<file path="src/sv/char_lcd_command_sequencer_assert.svh">
// Assertion macros shared by the character LCD sequencer modules.
// Each macro expects i_clk and i_rst_n in the scope where it is used.
`ifndef CHAR_LCD_COMMAND_SEQUENCER_ASSERT_SVH
`define CHAR_LCD_COMMAND_SEQUENCER_ASSERT_SVH

// Condition holds at every clock edge out of reset
`define CLCD_ASSERT_ALWAYS(lbl, cond, msg) \
    lbl: assert property (@(posedge i_clk) disable iff (!i_rst_n) (cond)) \
        else $error(msg);

// Antecedent in one cycle implies the consequent in the next cycle
`define CLCD_ASSERT_NEXT(lbl, ante, cons, msg) \
    lbl: assert property (@(posedge i_clk) disable iff (!i_rst_n) (ante) |=> (cons)) \
        else $error(msg);

`endif

</file>
<file path="src/sv/clcd_pkg.sv">
// Types and constants of the character LCD command sequencer.
// Used by the front end, the request queue, the back end and the top level.
package clcd_pkg;

    // Request kinds as they arrive on the input stream
    localparam logic [2:0] REQ_INIT   = 3'd0;
    localparam logic [2:0] REQ_CLEAR  = 3'd1;
    localparam logic [2:0] REQ_GOTO   = 3'd2;
    localparam logic [2:0] REQ_WRITE  = 3'd3;
    localparam logic [2:0] REQ_STRING = 3'd4;

    // Configuration register indexes
    localparam logic [1:0] CFG_FUNCTION_SET    = 2'd0;
    localparam logic [1:0] CFG_DISPLAY_CONTROL = 2'd1;
    localparam logic [1:0] CFG_ENTRY_MODE      = 2'd2;
    localparam logic [1:0] CFG_SECOND_ROW_BASE = 2'd3;

    // Reset values of the configuration registers
    localparam logic [7:0] RST_FUNCTION_SET    = 8'h38;
    localparam logic [7:0] RST_DISPLAY_CONTROL = 8'h0F;
    localparam logic [7:0] RST_ENTRY_MODE      = 8'h04;
    localparam logic [6:0] RST_SECOND_ROW_BASE = 7'h40;

    // LCD command bytes
    localparam logic [7:0] CMD_CLEAR    = 8'h01;
    localparam logic [7:0] CMD_SET_ADDR = 8'h80;
    localparam logic [7:0] CMD_HOME     = 8'h80;

    // Timing of a transaction in microseconds
    localparam logic [3:0]  WAIT_POLL_US  = 4'd8;
    localparam logic [10:0] WAIT_CMD_US   = 11'd39;
    localparam logic [10:0] WAIT_DATA_US  = 11'd43;
    localparam logic [10:0] WAIT_CLEAR_US = 11'd2000;

    localparam logic [4:0] MAX_COLUMN = 5'd20;

    // Classified operation handed from the front end to the back end
    typedef enum logic [2:0] {
        OP_INIT,
        OP_CLEAR,
        OP_GOTO,
        OP_WRITE,
        OP_STRING_HOME
    } t_op;

    typedef struct packed {
        t_op        op;
        logic [7:0] data;   // goto command byte or character
    } t_req;

    typedef struct packed {
        logic [7:0] function_set;
        logic [7:0] display_control;
        logic [7:0] entry_mode;
        logic [6:0] second_row_base;
    } t_cfg;

    typedef struct packed {
        logic        reg_select;
        logic [7:0]  bus_byte;
        logic        poll_busy;
        logic [3:0]  pre_wait_us;
        logic [10:0] post_wait_us;
        logic        last;
    } t_txn;

endpackage

</file>
<file path="src/sv/clcd_front.sv">
// Front end: accepts display requests, drops unknown kinds and classifies the rest.
// Computes the set-address byte for goto requests. Depends on clcd_pkg.
module clcd_front (
    input  logic                 i_clk,
    input  logic                 i_rst_n,
    input  logic                 i_req_valid,
    output logic                 o_req_ready,
    input  logic [2:0]           i_req_type,
    input  logic [7:0]           i_char_code,
    input  logic [4:0]           i_column,
    input  logic [1:0]           i_row,
    input  logic                 i_first_of_string,
    input  logic [6:0]           i_second_row_base,
    output logic                 o_push,
    output clcd_pkg::t_req       o_push_req,
    input  logic                 i_queue_ready
);

    logic           r_valid;
    clcd_pkg::t_req r_req;
    clcd_pkg::t_req n_req;
    logic           n_known;
    logic [4:0]     w_col;
    logic [6:0]     w_addr;
    logic           w_accept;

    // Clamp the column and form the display address
    always_comb begin
        if (i_column == 5'd0) begin
            w_col = 5'd1;
        end else if (i_column > clcd_pkg::MAX_COLUMN) begin
            w_col = clcd_pkg::MAX_COLUMN;
        end else begin
            w_col = i_column;
        end
        w_addr = {2'b00, w_col - 5'd1} + (i_row[1] ? i_second_row_base : 7'd0);
    end

    // Classify the request
    always_comb begin
        n_known  = 1'b1;
        n_req.op = clcd_pkg::OP_WRITE;
        n_req.data = i_char_code;
        case (i_req_type)
            clcd_pkg::REQ_INIT:  n_req.op = clcd_pkg::OP_INIT;
            clcd_pkg::REQ_CLEAR: n_req.op = clcd_pkg::OP_CLEAR;
            clcd_pkg::REQ_GOTO: begin
                n_req.op   = clcd_pkg::OP_GOTO;
                n_req.data = clcd_pkg::CMD_SET_ADDR | {1'b0, w_addr};
            end
            clcd_pkg::REQ_WRITE: n_req.op = clcd_pkg::OP_WRITE;
            clcd_pkg::REQ_STRING: begin
                n_req.op = i_first_of_string ? clcd_pkg::OP_STRING_HOME
                                             : clcd_pkg::OP_WRITE;
            end
            default: n_known = 1'b0;
        endcase
    end

    assign o_req_ready = !r_valid || i_queue_ready;
    assign w_accept    = i_req_valid && o_req_ready;
    assign o_push      = r_valid && i_queue_ready;
    assign o_push_req  = r_req;

    // Hold one classified request until the queue takes it
    always_ff @(posedge i_clk) begin
        if (!i_rst_n) begin
            r_valid <= 1'b0;
        end else if (w_accept) begin
            r_valid <= n_known;
        end else if (o_push) begin
            r_valid <= 1'b0;
        end
    end

    always_ff @(posedge i_clk) begin
        if (w_accept) begin
            r_req <= n_req;
        end
    end

endmodule

</file>
<file path="src/sv/clcd_queue.sv">
// Short request queue between the front end and the back end.
// Holds classified requests (clcd_pkg::t_req); uses the shared assertion macros.
`include "char_lcd_command_sequencer_assert.svh"

module clcd_queue #(
    parameter int DEPTH = 4
) (
    input  logic           i_clk,
    input  logic           i_rst_n,
    input  logic           i_push,
    input  clcd_pkg::t_req i_push_req,
    output logic           o_ready,
    output logic           o_valid,
    output clcd_pkg::t_req o_req,
    input  logic           i_pop
);

    localparam int PTR_W = $clog2(DEPTH);
    localparam int CNT_W = $clog2(DEPTH + 1);

    clcd_pkg::t_req   r_mem [DEPTH];
    logic [PTR_W-1:0] r_wr_ptr;
    logic [PTR_W-1:0] r_rd_ptr;
    logic [CNT_W-1:0] r_count;

    assign o_ready = (r_count != CNT_W'(DEPTH));
    assign o_valid = (r_count != '0);
    assign o_req   = r_mem[r_rd_ptr];

    // Advance pointers and occupancy
    always_ff @(posedge i_clk) begin
        if (!i_rst_n) begin
            r_wr_ptr <= '0;
            r_rd_ptr <= '0;
            r_count  <= '0;
        end else begin
            if (i_push) begin
                r_wr_ptr <= (r_wr_ptr == PTR_W'(DEPTH - 1)) ? '0 : r_wr_ptr + 1'b1;
            end
            if (i_pop) begin
                r_rd_ptr <= (r_rd_ptr == PTR_W'(DEPTH - 1)) ? '0 : r_rd_ptr + 1'b1;
            end
            if (i_push && !i_pop) begin
                r_count <= r_count + 1'b1;
            end else if (!i_push && i_pop) begin
                r_count <= r_count - 1'b1;
            end
        end
    end

    // Store entries
    always_ff @(posedge i_clk) begin
        if (i_push) begin
            r_mem[r_wr_ptr] <= i_push_req;
        end
    end

    `CLCD_ASSERT_ALWAYS(a_queue_no_overflow, !(i_push && !o_ready), "push into full queue")
    `CLCD_ASSERT_ALWAYS(a_queue_no_underflow, !(i_pop && !o_valid), "pop from empty queue")

endmodule

</file>
<file path="src/sv/clcd_back.sv">
// Back end: expands each queued request into its LCD bus transactions.
// Drives a registered output stage; depends on clcd_pkg and the assertion macros.
`include "char_lcd_command_sequencer_assert.svh"

module clcd_back (
    input  logic           i_clk,
    input  logic           i_rst_n,
    input  clcd_pkg::t_cfg i_cfg,
    input  logic           i_q_valid,
    input  clcd_pkg::t_req i_q_req,
    output logic           o_q_pop,
    output logic           o_txn_valid,
    input  logic           i_txn_ready,
    output clcd_pkg::t_txn o_txn
);

    logic           r_out_valid;
    clcd_pkg::t_txn r_out;
    logic [1:0]     r_step;
    clcd_pkg::t_txn n_txn;
    logic           w_load;
    logic           w_stall;

    // Build the transaction for the current request and step
    always_comb begin
        n_txn.reg_select   = 1'b0;
        n_txn.bus_byte     = clcd_pkg::CMD_CLEAR;
        n_txn.poll_busy    = 1'b0;
        n_txn.post_wait_us = clcd_pkg::WAIT_CMD_US;
        n_txn.last         = 1'b1;
        case (i_q_req.op)
            clcd_pkg::OP_INIT: begin
                n_txn.last = (r_step == 2'd3);
                case (r_step)
                    2'd0: begin
                        n_txn.bus_byte  = i_cfg.function_set;
                        n_txn.poll_busy = 1'b1;
                    end
                    2'd1: n_txn.bus_byte = i_cfg.display_control;
                    2'd2: n_txn.post_wait_us = clcd_pkg::WAIT_CLEAR_US;
                    default: n_txn.bus_byte = i_cfg.entry_mode;
                endcase
            end
            clcd_pkg::OP_CLEAR: n_txn.post_wait_us = clcd_pkg::WAIT_CLEAR_US;
            clcd_pkg::OP_GOTO: begin
                n_txn.bus_byte  = i_q_req.data;
                n_txn.poll_busy = 1'b1;
            end
            clcd_pkg::OP_STRING_HOME: begin
                n_txn.last = (r_step == 2'd2);
                case (r_step)
                    2'd0: n_txn.post_wait_us = clcd_pkg::WAIT_CLEAR_US;
                    2'd1: begin
                        n_txn.bus_byte  = clcd_pkg::CMD_HOME;
                        n_txn.poll_busy = 1'b1;
                    end
                    default: begin
                        n_txn.reg_select   = 1'b1;
                        n_txn.bus_byte     = i_q_req.data;
                        n_txn.poll_busy    = 1'b1;
                        n_txn.post_wait_us = clcd_pkg::WAIT_DATA_US;
                    end
                endcase
            end
            default: begin
                n_txn.reg_select   = 1'b1;
                n_txn.bus_byte     = i_q_req.data;
                n_txn.poll_busy    = 1'b1;
                n_txn.post_wait_us = clcd_pkg::WAIT_DATA_US;
            end
        endcase
        n_txn.pre_wait_us = n_txn.poll_busy ? clcd_pkg::WAIT_POLL_US : 4'd0;
    end

    assign w_load      = i_q_valid && (!r_out_valid || i_txn_ready);
    assign w_stall     = r_out_valid && !i_txn_ready;
    assign o_q_pop     = w_load && n_txn.last;
    assign o_txn_valid = r_out_valid;
    assign o_txn       = r_out;

    // Advance the step counter and the output stage
    always_ff @(posedge i_clk) begin
        if (!i_rst_n) begin
            r_out_valid <= 1'b0;
            r_step      <= 2'd0;
        end else if (w_load) begin
            r_out_valid <= 1'b1;
            r_step      <= n_txn.last ? 2'd0 : r_step + 2'd1;
        end else if (i_txn_ready) begin
            r_out_valid <= 1'b0;
        end
    end

    always_ff @(posedge i_clk) begin
        if (w_load) begin
            r_out <= n_txn;
        end
    end

    `CLCD_ASSERT_ALWAYS(a_step_needs_request, (r_step == 2'd0) || i_q_valid, "step w/o request")
    `CLCD_ASSERT_NEXT(a_last_restarts_step, o_q_pop, r_step == 2'd0, "step not cleared")
    `CLCD_ASSERT_NEXT(a_stall_holds_txn, w_stall, r_out_valid && $stable(r_out), "stall lost txn")

endmodule

</file>
<file path="src/sv/char_lcd_command_sequencer.sv">
// Character LCD command sequencer: one display request in, up to four bus
// transactions out. The front end takes one request per cycle while the queue
// has room; the back end emits one transaction per cycle while the receiver is ready,
// so a request yields one (clear, goto, write char, plain string char), three (first
// string char) or four (init) transactions. Unknown request kinds produce nothing.
// A request passes the front-end register, the queue and the back-end output register.
// The configuration port is always ready; write it only while no request is pending.
module char_lcd_command_sequencer #(
    parameter int QUEUE_DEPTH = 4
) (
    input  logic        i_clk,
    input  logic        i_rst_n,
    // Configuration write channel
    input  logic        i_cfg_valid,
    output logic        o_cfg_ready,
    input  logic [1:0]  i_cfg_index,
    input  logic [7:0]  i_cfg_data,
    // Request stream
    input  logic        s_axis_tvalid,
    output logic        s_axis_tready,
    input  logic [15:0] s_axis_tdata,   // char_code[7:0], column[12:8], row[14:13], zero[15]
    input  logic [3:0]  s_axis_tuser,   // req_type[2:0], first_of_string[3]
    // Transaction stream
    output logic        m_axis_tvalid,
    input  logic        m_axis_tready,
    output logic [23:0] m_axis_tdata,   // bus_byte[7:0], poll_busy[8], pre_wait_us[12:9],
                                        // post_wait_us[23:13]
    output logic [0:0]  m_axis_tuser,   // reg_select[0]
    output logic        m_axis_tlast
);

    clcd_pkg::t_cfg r_cfg;
    logic           w_push;
    clcd_pkg::t_req w_push_req;
    logic           w_q_ready;
    logic           w_q_valid;
    clcd_pkg::t_req w_q_req;
    logic           w_q_pop;
    clcd_pkg::t_txn w_txn;

    assign o_cfg_ready = 1'b1;

    // Write configuration registers
    always_ff @(posedge i_clk) begin
        if (!i_rst_n) begin
            r_cfg.function_set    <= clcd_pkg::RST_FUNCTION_SET;
            r_cfg.display_control <= clcd_pkg::RST_DISPLAY_CONTROL;
            r_cfg.entry_mode      <= clcd_pkg::RST_ENTRY_MODE;
            r_cfg.second_row_base <= clcd_pkg::RST_SECOND_ROW_BASE;
        end else if (i_cfg_valid) begin
            case (i_cfg_index)
                clcd_pkg::CFG_FUNCTION_SET:    r_cfg.function_set    <= i_cfg_data;
                clcd_pkg::CFG_DISPLAY_CONTROL: r_cfg.display_control <= i_cfg_data;
                clcd_pkg::CFG_ENTRY_MODE:      r_cfg.entry_mode      <= i_cfg_data;
                clcd_pkg::CFG_SECOND_ROW_BASE: r_cfg.second_row_base <= i_cfg_data[6:0];
                default: ;
            endcase
        end
    end

    clcd_front u_front (
        .i_clk             (i_clk),
        .i_rst_n           (i_rst_n),
        .i_req_valid       (s_axis_tvalid),
        .o_req_ready       (s_axis_tready),
        .i_req_type        (s_axis_tuser[2:0]),
        .i_char_code       (s_axis_tdata[7:0]),
        .i_column          (s_axis_tdata[12:8]),
        .i_row             (s_axis_tdata[14:13]),
        .i_first_of_string (s_axis_tuser[3]),
        .i_second_row_base (r_cfg.second_row_base),
        .o_push            (w_push),
        .o_push_req        (w_push_req),
        .i_queue_ready     (w_q_ready)
    );

    clcd_queue #(
        .DEPTH (QUEUE_DEPTH)
    ) u_queue (
        .i_clk      (i_clk),
        .i_rst_n    (i_rst_n),
        .i_push     (w_push),
        .i_push_req (w_push_req),
        .o_ready    (w_q_ready),
        .o_valid    (w_q_valid),
        .o_req      (w_q_req),
        .i_pop      (w_q_pop)
    );

    clcd_back u_back (
        .i_clk       (i_clk),
        .i_rst_n     (i_rst_n),
        .i_cfg       (r_cfg),
        .i_q_valid   (w_q_valid),
        .i_q_req     (w_q_req),
        .o_q_pop     (w_q_pop),
        .o_txn_valid (m_axis_tvalid),
        .i_txn_ready (m_axis_tready),
        .o_txn       (w_txn)
    );

    // Pack the transaction onto the output stream
    assign m_axis_tdata = {w_txn.post_wait_us, w_txn.pre_wait_us, w_txn.poll_busy,
                           w_txn.bus_byte};
    assign m_axis_tuser = w_txn.reg_select;
    assign m_axis_tlast = w_txn.last;

endmodule

</file>
<file path="config.mk">
export PLATFORM = sky130hd
export DESIGN_NAME = char_lcd_command_sequencer
export DESIGN_NICKNAME = d
export VERILOG_FILES = /design/src/sv/clcd_pkg.sv /design/src/sv/clcd_front.sv /design/src/sv/clcd_queue.sv /design/src/sv/clcd_back.sv /design/src/sv/char_lcd_command_sequencer.sv
export VERILOG_INCLUDE_DIRS = /design/src /design/src/sv
export SDC_FILE = /design/constraint.sdc
export NUM_CORES = 1
export LEC_CHECK = 0
export BUFFER_PORTS_ARGS = -buffer_cell sky130_fd_sc_hd__buf_2
export CAP_MARGIN = 20
export CELL_PAD_IN_SITES_DETAIL_PLACEMENT = 1
export CELL_PAD_IN_SITES_GLOBAL_PLACEMENT = 1
export CORE_ASPECT_RATIO = 0.6
export CORE_MARGIN = 2
export CORE_UTILIZATION = 42
export DETAILED_ROUTE_END_ITERATION = 7
export HOLD_SLACK_MARGIN = 0.06
export PLACE_DENSITY_LB_ADDON = 0.1
export REMOVE_ABC_BUFFERS = 1
export SLEW_MARGIN = 40
export SYNTH_ARGS = -nofsm -noshare
export SYNTH_HDL_FRONTEND = slang
export SYNTH_SLANG_ARGS = --single-unit
</file>
<file path="constraint.sdc">
create_clock -name i_clk -period 2.9 [get_ports i_clk]
set_input_delay 0.145 -clock i_clk [delete_from_list [all_inputs] [get_ports i_clk]]
set_output_delay 0.145 -clock i_clk [all_outputs]
set_load 0.1 [all_outputs]
</file>
==> impl_metrics.env, run 1 <==
export IMPL_status="complete, no violations"
export IMPL_startpoint_type="flip-flop"
export IMPL_fmax_mhz=366
export IMPL_instances_no_fill=694
export IMPL_synth_seq_area_share_pct=57.5
export IMPL_areaGrowthSynthToFinish_pct=24.5
export IMPL_period_share_pct=94.1
export IMPL_place_inst=643
export IMPL_drc=0
export IMPL_synth_most_common_cell="edfxtp_1"
export IMPL_hold_viol=0
export IMPL_synth_avg_cell_area_um2=11.9
export IMPL_power_leakage_nw=2.54
export IMPL_avgViaCountPerCell=5.06
export IMPL_cp_cell_sequence="mux4_2, mux2i_1, nand2_1, nand2_2, ha_1, inv_1, fa_1, xor2_1, or3_1, a21boi_0"
export IMPL_yosys_top_cells_count="edfxtp_1, nand2_1, dfxtp_1"
export IMPL_max_stage_delay_ns=0.54
export IMPL_gp_congestion=0.726
export IMPL_grt_use_total_pct=19.7
export IMPL_tightest_slew_ns=0.737
export IMPL_ys_async_sr_fraction_pct=0
export IMPL_rows=31
export IMPL_clock_sinks=114
export IMPL_port_buffers=57
export IMPL_cp_slowest_cell="mux4_2"
export IMPL_clockBufferDepth=2
export IMPL_diodes=0
export IMPL_synth_top_cell_area_share_pct=40.5
export IMPL_synth_flop_cell="edfxtp_1"
export IMPL_post_cts_buffers=0
export IMPL_firstDrtPassIters=4
export IMPL_skew_ns=0.00871
export IMPL_setup_viol=0
export IMPL_die_w_um=148
export IMPL_first_iter_violations=173
export IMPL_core_area_mm2=0.0121
export IMPL_routed_wl_um=12400
export IMPL_io_pins=64
export IMPL_power_frac_seq_pct=30.8
export IMPL_vdd_drop_max_mv=0.543
export IMPL_nets=570
export IMPL_reg2reg_depth=10
export IMPL_p_int_mw=4.13
export IMPL_vias=3514
export IMPL_crit_path_end_kind="flip-flop"
export IMPL_worstReg2RegEnd="u_queue.r_count[2]"
export IMPL_grt_max_degree=45
export IMPL_grt_pass1_wl_um=19600
export IMPL_rrSetupSlack_ns=0.17
export IMPL_hpwlAfterDp_um=8400
export IMPL_p_clk_share_pct=32.9
export IMPL_synth_seq_cells=114
export IMPL_antenna_found_initial=0
export IMPL_cts_tree="yes"
export IMPL_cap_violations=0
export IMPL_cts_reportedPaths_clkPinSlew_ns=0.05
export IMPL_die_area_mm2=0.0133
export IMPL_die_h_um=90.1
export IMPL_grt_pass1_vias=3596
export IMPL_routedWlPerCell_um=17.8
export IMPL_required_ns=3.23
export IMPL_p_sw_share_pct=40.7
export IMPL_cts_root_buf="clkbuf_16"
export IMPL_syn_inst=435
export IMPL_regArea_mm2=0.00299
export IMPL_globalRouteOverflowTotal=0
export IMPL_syn_area_mm2=0.00519
export IMPL_synth_warnings=0
export IMPL_relSlewSlack_pct=50.9
export IMPL_ys_types=48
export IMPL_fin_crit_ns=2.73
export IMPL_synth_edf_count=70
export IMPL_numCtsBuffers=17
export IMPL_yosys_top_cells_area="edfxtp_1, dfxtp_1, nand2_1, ha_1, mux2i_1"
export IMPL_fillers=1272
export IMPL_whs_ns=0.0844
export IMPL_clk_latency_ns=0.41
export IMPL_post_route_util_pct=53.6
export IMPL_multi_input_area_mm2=0.00199
export IMPL_layout_drive_gt1_share_pct=22.3
export IMPL_crit_fanout=5
export IMPL_fin_setup_tns_ns=0
export IMPL_start_util_pct=43.0
export IMPL_p_sw_mw=2.83
export IMPL_critPathKind="flip-flop to flip-flop"
export IMPL_htree_levels=4
export IMPL_antenna_left=0
export IMPL_endpoint="u_queue.r_count[2]"
export IMPL_hp_class="input pin to flip-flop"
export IMPL_synth_area_leader_cell="edfxtp_1"
export IMPL_power_density_mw_per_mm2=1080
export IMPL_p_comb_share_pct=36.3
export IMPL_drv_slew=0
export IMPL_cp_arrival_ns=3.06
[cell families after synthesis]
kind of cell    share of synthesized area [%]
other cells                             0.145
flops                                    57.5
compound gates                           9.31
simple gates                             12.7
mux                                      9.55
xor+xnor                                 1.52
buf+inv                                  4.48
fa+ha+maj                                4.87
[worst min path at each step]
stage,from,endpoint,cells past startpoint
after floorplan,i_rst_n,r_cfg[26],1
after global placement,s_axis_tvalid,u_front.r_valid,3
after detailed placement,s_axis_tdata[7],u_front.o_push_req[7],2
after CTS,s_axis_tdata[5],u_front.o_push_req[5],3
after global routing,s_axis_tdata[5],u_front.o_push_req[5],3
final,s_axis_tuser[2],u_front.o_push_req[9],2
[critical path: cells and delay by family, from the launching register on]
family / cells / cell delay [ns]
multiplexers: 2 / 0.75
AND/OR/NAND/NOR: 3 / 0.56
adder cells (fa/ha/maj): 2 / 0.55
flip-flops: 1 / 0.39
AO/OA/AOI/OAI: 1 / 0.17
XOR/XNOR: 1 / 0.16
buffers and inverters: 1 / 0.06
[routing by layer]
layer,global-route usage (%),vias to the layer above,share of wire [%]
met2,29.1,94,43
met5,0,-,0
li1,-,1697,-
met4,6.65,0,0.87
met1,28.3,1712,50
met3,4.82,11,5.7
[flip-flops by register name, indices dropped and copies added (netlist names), 2 cells and up, named ones only]
name                count
u_queue.r_count         3
u_back.o_txn           15
u_front.o_push_req     11
u_queue.r_mem          44
r_cfg                  31
u_queue.r_rd_ptr        2
u_back.r_step           2
u_queue.r_wr_ptr        2
[timing repair]
| item | CTS | global route |
|---|---|---|
| gates resized for setup | 0 | 3 |
| hold endpoints to repair | 33 | 0 |
| setup endpoints to repair | 0 | 1 |
| hold buffers | 19 | 0 |
[area by class of cell]
type | count | share of cell area [%]
tap | 165 | 3.20
clock inverter | 14 | 3.25
clock buffer | 18 | 6.80
inverter | 19 | 1.10
multi-input combinational | 277 | 30.8
sequential | 114 | 46.2
timing repair buffer | 87 | 8.64
[power by group through the flow]
stage | logic [mW] | clock network (mW) | registers, mW
2_1_floorplan | 0.713 | 0 | 3.34
3_3_place_gp | 2.45 | 0 | 2.16
3_5_place_dp | 2.49 | 0 | 2.18
4_1_cts | 2.53 | 2.33 | 2.15
5_1_grt | 2.65 | 2.39 | 2.18
6_report | 2.53 | 2.29 | 2.15
[cell usage in the layout (no fill, tap or decap), types with 3 or more instances in the layout]
master         Yosys  final
a21boi_0          15     15
a21o_1             4      4
a21oi_1           14     13
a22oi_1            7      7
and2_1            11     11
buf_2              3     57
buf_4             13     11
bufinv_16          0      5
clkbuf_16          0     17
clkinvlp_4         0      4
conb_1             2      4
dfxtp_1           44     43
dlygate4sd3_1      0     19
edfxtp_1          70     70
ha_1              17     17
inv_1             19     19
mux2i_1           21     21
mux4_1             4      4
mux4_2             7      7
nand2_1           62     62
nand2b_1           5      5
nand3_1            8      8
nor2_1            24     23
nor2b_1           15     15
nor3_1             3      3
o21ai_0           10     10
o21ai_1            3      3
o22ai_1            7      7
or2_2              3      3
xnor2_1            6      6
xor2_1             3      3
[metrics by stage]
stage	setup slack [ns]	power [mW]	cell area, µm²
2_1_floorplan	-1.18	4.05	5040
3_3_place_gp	0.157	4.61	5610
3_5_place_dp	0.0446	4.67	5610
4_1_cts	0.0166	7.00	6450
5_1_grt	-0.00193	7.22	6460
6_report	0.171	6.96	6460
(Power assumes the default switching activity.)
==> run 2, diff against run 1 <==
--- a/config.mk
+++ b/config.mk
@@ -10,7 +10,6 @@
 export CAP_MARGIN = 20
 export CELL_PAD_IN_SITES_DETAIL_PLACEMENT = 1
 export CELL_PAD_IN_SITES_GLOBAL_PLACEMENT = 1
-export CORE_ASPECT_RATIO = 0.6
 export CORE_MARGIN = 2
 export CORE_UTILIZATION = 42
 export DETAILED_ROUTE_END_ITERATION = 7
==> impl_metrics.env, run 2 (synthesis results as in run 1) <==
export IMPL_status="complete, no violations"
export IMPL_routed_wl_um=11400
export IMPL_htree_levels=4
export IMPL_finalPower_mw=6.65
export IMPL_clock_sinks=114
export IMPL_core_area_mm2=0.0121
export IMPL_die_w_um=115
export IMPL_whs_ns=0.140
export IMPL_fmax_mhz=366
export IMPL_routedWlPerCell_um=16.3
export IMPL_largest_reg_flops=44
export IMPL_clk_latency_ns=0.41
export IMPL_hp_class="input pin to flip-flop"
export IMPL_fin_crit_ns=2.73
export IMPL_drc=0
export IMPL_cts_reportedPaths_clkPinSlew_ns=0.05
export IMPL_antenna_left=0
export IMPL_rows=40
export IMPL_numCtsBuffers=17
export IMPL_reg2reg_depth=10
export IMPL_start_util_pct=43.0
export IMPL_period_share_pct=94.1
export IMPL_relSlewSlack_pct=48.4
export IMPL_cts_tree="yes"
export IMPL_required_ns=3.23
export IMPL_clockBufferDepth=2
export IMPL_hold_viol=0
export IMPL_firstDrtPassIters=4
export IMPL_skew_ns=0.00626
export IMPL_globalRouteOverflowTotal=0
export IMPL_layout_common_cells="edfxtp_1, nand2_1, buf_2, dfxtp_1, nor2_1"
export IMPL_startpoint_type="flip-flop"
export IMPL_fin_setup_tns_ns=0
export IMPL_diodes=0
export IMPL_setup_slack_ns=0.170
export IMPL_instances_no_fill=699
export IMPL_areaGrowthSynthToFinish_pct=23.5
export IMPL_power_density_mw_per_mm2=1040
export IMPL_layout_drive_gt1_share_pct=21.5
export IMPL_antenna_found_initial=0
export IMPL_placed_area_mm2=0.00561
export IMPL_grt_max_degree=45
export IMPL_setup_viol=0
export IMPL_tightest_slew_ns=0.772
export IMPL_place_inst=645
export IMPL_crit_fanout=5
export IMPL_min_path_cells=3
export IMPL_die_h_um=115
export IMPL_cts_root_buf="clkbuf_16"
export IMPL_crit_path_end_kind="flip-flop"
export IMPL_vias=3479
export IMPL_nets=572
export IMPL_design_area_mm2=0.00641
export IMPL_critPathKind="flip-flop to flip-flop"
export IMPL_vdd_drop_max_mv=0.457
export IMPL_dp_worst_setup_slack_ns=0.00932
export IMPL_grt_pass1_wl_um=18600
export IMPL_rsz0062_at_grt="false"
export IMPL_hpwlAfterDp_um=7850
export IMPL_drv_slew=0
export IMPL_first_iter_violations=186
export IMPL_grt_pass1_vias=3647
export IMPL_avgViaCountPerCell=4.98
export IMPL_regMostFlops="u_queue.r_mem"
export IMPL_gp_congestion=0.723
export IMPL_grt_use_total_pct=19.0
export IMPL_final_common_cell="edfxtp_1"
export IMPL_io_pins=64
export IMPL_cp_arrival_ns=3.06
export IMPL_port_buffers=57
export IMPL_cap_violations=0
export IMPL_power_leakage_nw=2.52
export IMPL_post_route_util_pct=53.1
export IMPL_die_area_mm2=0.0133
==> run 2: cell count changes in the layout (fill, tap and decap cells not counted), sizes merged <==
cell / before / now
clkinvlp: 4 / 2
inv: 20 / 19
clkinv: 4 / 8
buf: 68 / 67
clkbuf: 18 / 19
dlygate4sd3: 19 / 22
bufinv: 5 / 3
==> run 2: per-layer routing <==
layer	vias up	track usage [%]	part of all wire [%]
met2	69	31.6	48
met5	-	0	0
met3	14	5.06	3.2
li1	1705	-	-
met4	0	7.55	1.5
met1	1691	23.6	47
==> run 2: repair_timing <==
item                       CTS  global route
setup buffers                0             0
hold endpoints to repair    35             0
gates resized for setup      1             1
hold buffers                22             0
setup endpoints to repair    1             1
==> run 2: worst paths after layout <==
| check | slack [ns] | start | end |
|---|---|---|---|
| max reg2reg | 0.17 | flip-flop | u_queue.r_count[2] |
| min reg2reg | 0.46 | r_cfg[7] | r_cfg[7] |
| max | 0.17 | flip-flop | u_queue.r_count[2] |
| min | 0.14 | s_axis_tuser[3] | u_front.o_push_req[10] |
==> run 2: critical path, stage by stage, from the launching register on <==
cell and delay [ns]:
dfxtp_4 0.39, mux4_2 0.53, mux2i_1 0.21, nand2_1 0.13, nand2_2 0.14, ha_1 0.19, inv_1 0.06, fa_1 0.37
xor2_1 0.16, or3_1 0.30, a21boi_0 0.18
==> run 2: power by group <==
part           switching (mW)  internal [mW]  total, mW
clock network           0.696           1.33       2.03
logic                    1.92          0.572       2.49
registers               0.117           2.02       2.13
==> run 2: final cells by class <==
cell class,count,area [µm²]
Multi-Input combinational cell,277,1990
Fill cell,1249,5650
Timing Repair Buffer,89,581
Sequential cell,114,2990
Tap cell,168,210
Clock buffer,19,433
Inverter,19,71.3
Clock inverter,13,143
==> run 3, diff against run 2 <==
--- a/config.mk
+++ b/config.mk
@@ -10,7 +10,6 @@
 export CAP_MARGIN = 20
 export CELL_PAD_IN_SITES_DETAIL_PLACEMENT = 1
 export CELL_PAD_IN_SITES_GLOBAL_PLACEMENT = 1
-export CORE_MARGIN = 2
 export CORE_UTILIZATION = 42
 export DETAILED_ROUTE_END_ITERATION = 7
 export HOLD_SLACK_MARGIN = 0.06
==> impl_metrics.env, run 3 (synthesis results as in run 1) <==
export IMPL_final_common_cell="edfxtp_1"
export IMPL_post_cts_buffers=0
export IMPL_grt_pass1_vias=3732
export IMPL_vias=3472
export IMPL_skew_ns=0.00576
export IMPL_antenna_left=0
export IMPL_cts_root_buf="clkbuf_16"
export IMPL_antenna_found_initial=0
export IMPL_htree_levels=4
export IMPL_start_util_pct=43.2
export IMPL_largest_reg_flops=44
export IMPL_rows=40
export IMPL_routed_wl_um=11500
export IMPL_clock_sinks=114
export IMPL_die_area_mm2=0.0128
export IMPL_power_frac_seq_pct=31.7
export IMPL_cts_reportedPaths_clkPinSlew_ns=0.05
export IMPL_relSlewSlack_pct=49.2
export IMPL_max_stage_delay_ns=0.53
export IMPL_core_area_mm2=0.0120
export IMPL_hold_viol=0
export IMPL_grt_max_degree=45
export IMPL_fillers=1259
export IMPL_cts_tree="yes"
export IMPL_areaGrowthSynthToFinish_pct=23.2
export IMPL_setup_viol=0
export IMPL_drv_slew=0
export IMPL_rsz0062_at_grt="false"
export IMPL_cp_arrival_ns=3.08
export IMPL_routedWlPerCell_um=17.0
export IMPL_status="complete, no violations"
export IMPL_p_clk_share_pct=31.6
export IMPL_period_share_pct=94.5
export IMPL_cp_cell_sequence="mux4_2, mux2i_2, nand2_1, nand2_2, ha_1, inv_1, fa_1, xor2_1, or3_1, a21boi_0"
export IMPL_p_comb_share_pct=36.7
export IMPL_fmax_mhz=365
export IMPL_power_leakage_nw=2.52
export IMPL_clk_latency_ns=0.41
export IMPL_diodes=0
export IMPL_avgViaCountPerCell=5.14
export IMPL_p_int_mw=4.01
export IMPL_numCtsBuffers=17
export IMPL_startpoint_type="flip-flop"
export IMPL_cap_violations=0
export IMPL_hp_class="input pin to flip-flop"
export IMPL_crit_path_end_kind="flip-flop"
export IMPL_required_ns=3.24
export IMPL_hpwlAfterDp_um=7650
export IMPL_die_w_um=113
export IMPL_regMostFlops="u_queue.r_mem"
export IMPL_first_iter_violations=157
export IMPL_drc=0
export IMPL_firstDrtPassIters=4
export IMPL_die_h_um=113
export IMPL_vdd_drop_max_mv=0.392
export IMPL_layout_common_cells="edfxtp_1, nand2_1, buf_2, dfxtp_1, nor2_1"
export IMPL_port_buffers=57
export IMPL_finalPower_mw=6.74
export IMPL_grt_pass1_wl_um=18800
export IMPL_critPathKind="flip-flop to flip-flop"
export IMPL_layout_drive_gt1_share_pct=21.7
export IMPL_power_density_mw_per_mm2=1050
export IMPL_post_route_util_pct=53.3
export IMPL_clockBufferDepth=2
export IMPL_fin_setup_tns_ns=0
export IMPL_whs_ns=0.0866
export IMPL_cp_slowest_cell="mux4_2"
export IMPL_p_sw_mw=2.74
export IMPL_crit_fanout=5
export IMPL_nets=570
export IMPL_fin_crit_ns=2.74
export IMPL_gp_congestion=0.711
export IMPL_io_pins=64
export IMPL_tightest_slew_ns=0.762
export IMPL_grt_use_total_pct=19.9
export IMPL_globalRouteOverflowTotal=0
export IMPL_p_sw_share_pct=40.6
## run 3: power by group through the flow
stage	sequential [mW]	combinational (mW)	clock, mW
after floorplan	3.34	0.713	0
after global placement	2.16	2.41	0
after detailed placement	2.17	2.45	0
after CTS	2.14	2.49	2.17
after global routing	2.17	2.61	2.24
final	2.14	2.48	2.13
## run 3: path summary, 6_finish.rpt
| kind | startpoint | endpoint | slack (ns) | cells past startpoint |
|---|---|---|---|---|
| setup / recovery | flip-flop | u_queue.r_count[2] | 0.16 | 10 |
| hold / removal | s_axis_tuser[2] | u_front.o_push_req[8] | 0.09 | 2 |
| setup reg to reg | flip-flop | u_queue.r_count[2] | 0.16 | 10 |
| hold reg to reg | r_cfg[7] | r_cfg[7] | 0.47 | 2 |
## run 3: final cells by class
cell class                 instances  area [µm²]  share of cell area, %
sequential                       114        2990                   46.7
multi-input combinational        277        1990                   31.1
tap                              147         184                   2.88
timing repair buffer              87         563                   8.80
inverter                          19        71.3                   1.12
clock buffer                      20         437                   6.83
clock inverter                    12         164                   2.56
## run 3: critical path, delay by kind of cell, from the launching register on
family	cells	cell delay, ns
AO/OA/AOI/OAI	1	0.17
XOR/XNOR	1	0.16
adder cells (fa/ha/maj)	2	0.57
buffers and inverters	1	0.06
flip-flops	1	0.38
multiplexers	2	0.76
AND/OR/NAND/NOR	3	0.57
## run 3: what timing repair did
action,4_1_cts,5_1_grt
gates resized for setup,1,3
endpoints found under the hold margin,36,0
pin swaps,0,0
setup endpoints to repair,1,1
hold buffers,21,0
## run 3: metal layers
layer / GRT usage, % / up-vias / wire, µm
met5: 0 / - / 0
li1: - / 1696 / -
met3: 5.52 / 17 / 337
met1: 23.7 / 1697 / 5150
met2: 34.0 / 62 / 5770
met4: 8.07 / 0 / 221
## run 3: stage by stage
| stage | instance area [µm²] | instances | worst slack [ns] |
|---|---|---|---|
| after floorplan | 5040 | 410 | -1.18 |
| after global placement | 5580 | 623 | 0.116 |
| after detailed placement | 5580 | 623 | 0.0432 |
| after CTS | 6390 | 676 | 0.0802 |
| after global routing | 6400 | 676 | 0.0110 |
| final | 6400 | 676 | 0.158 |
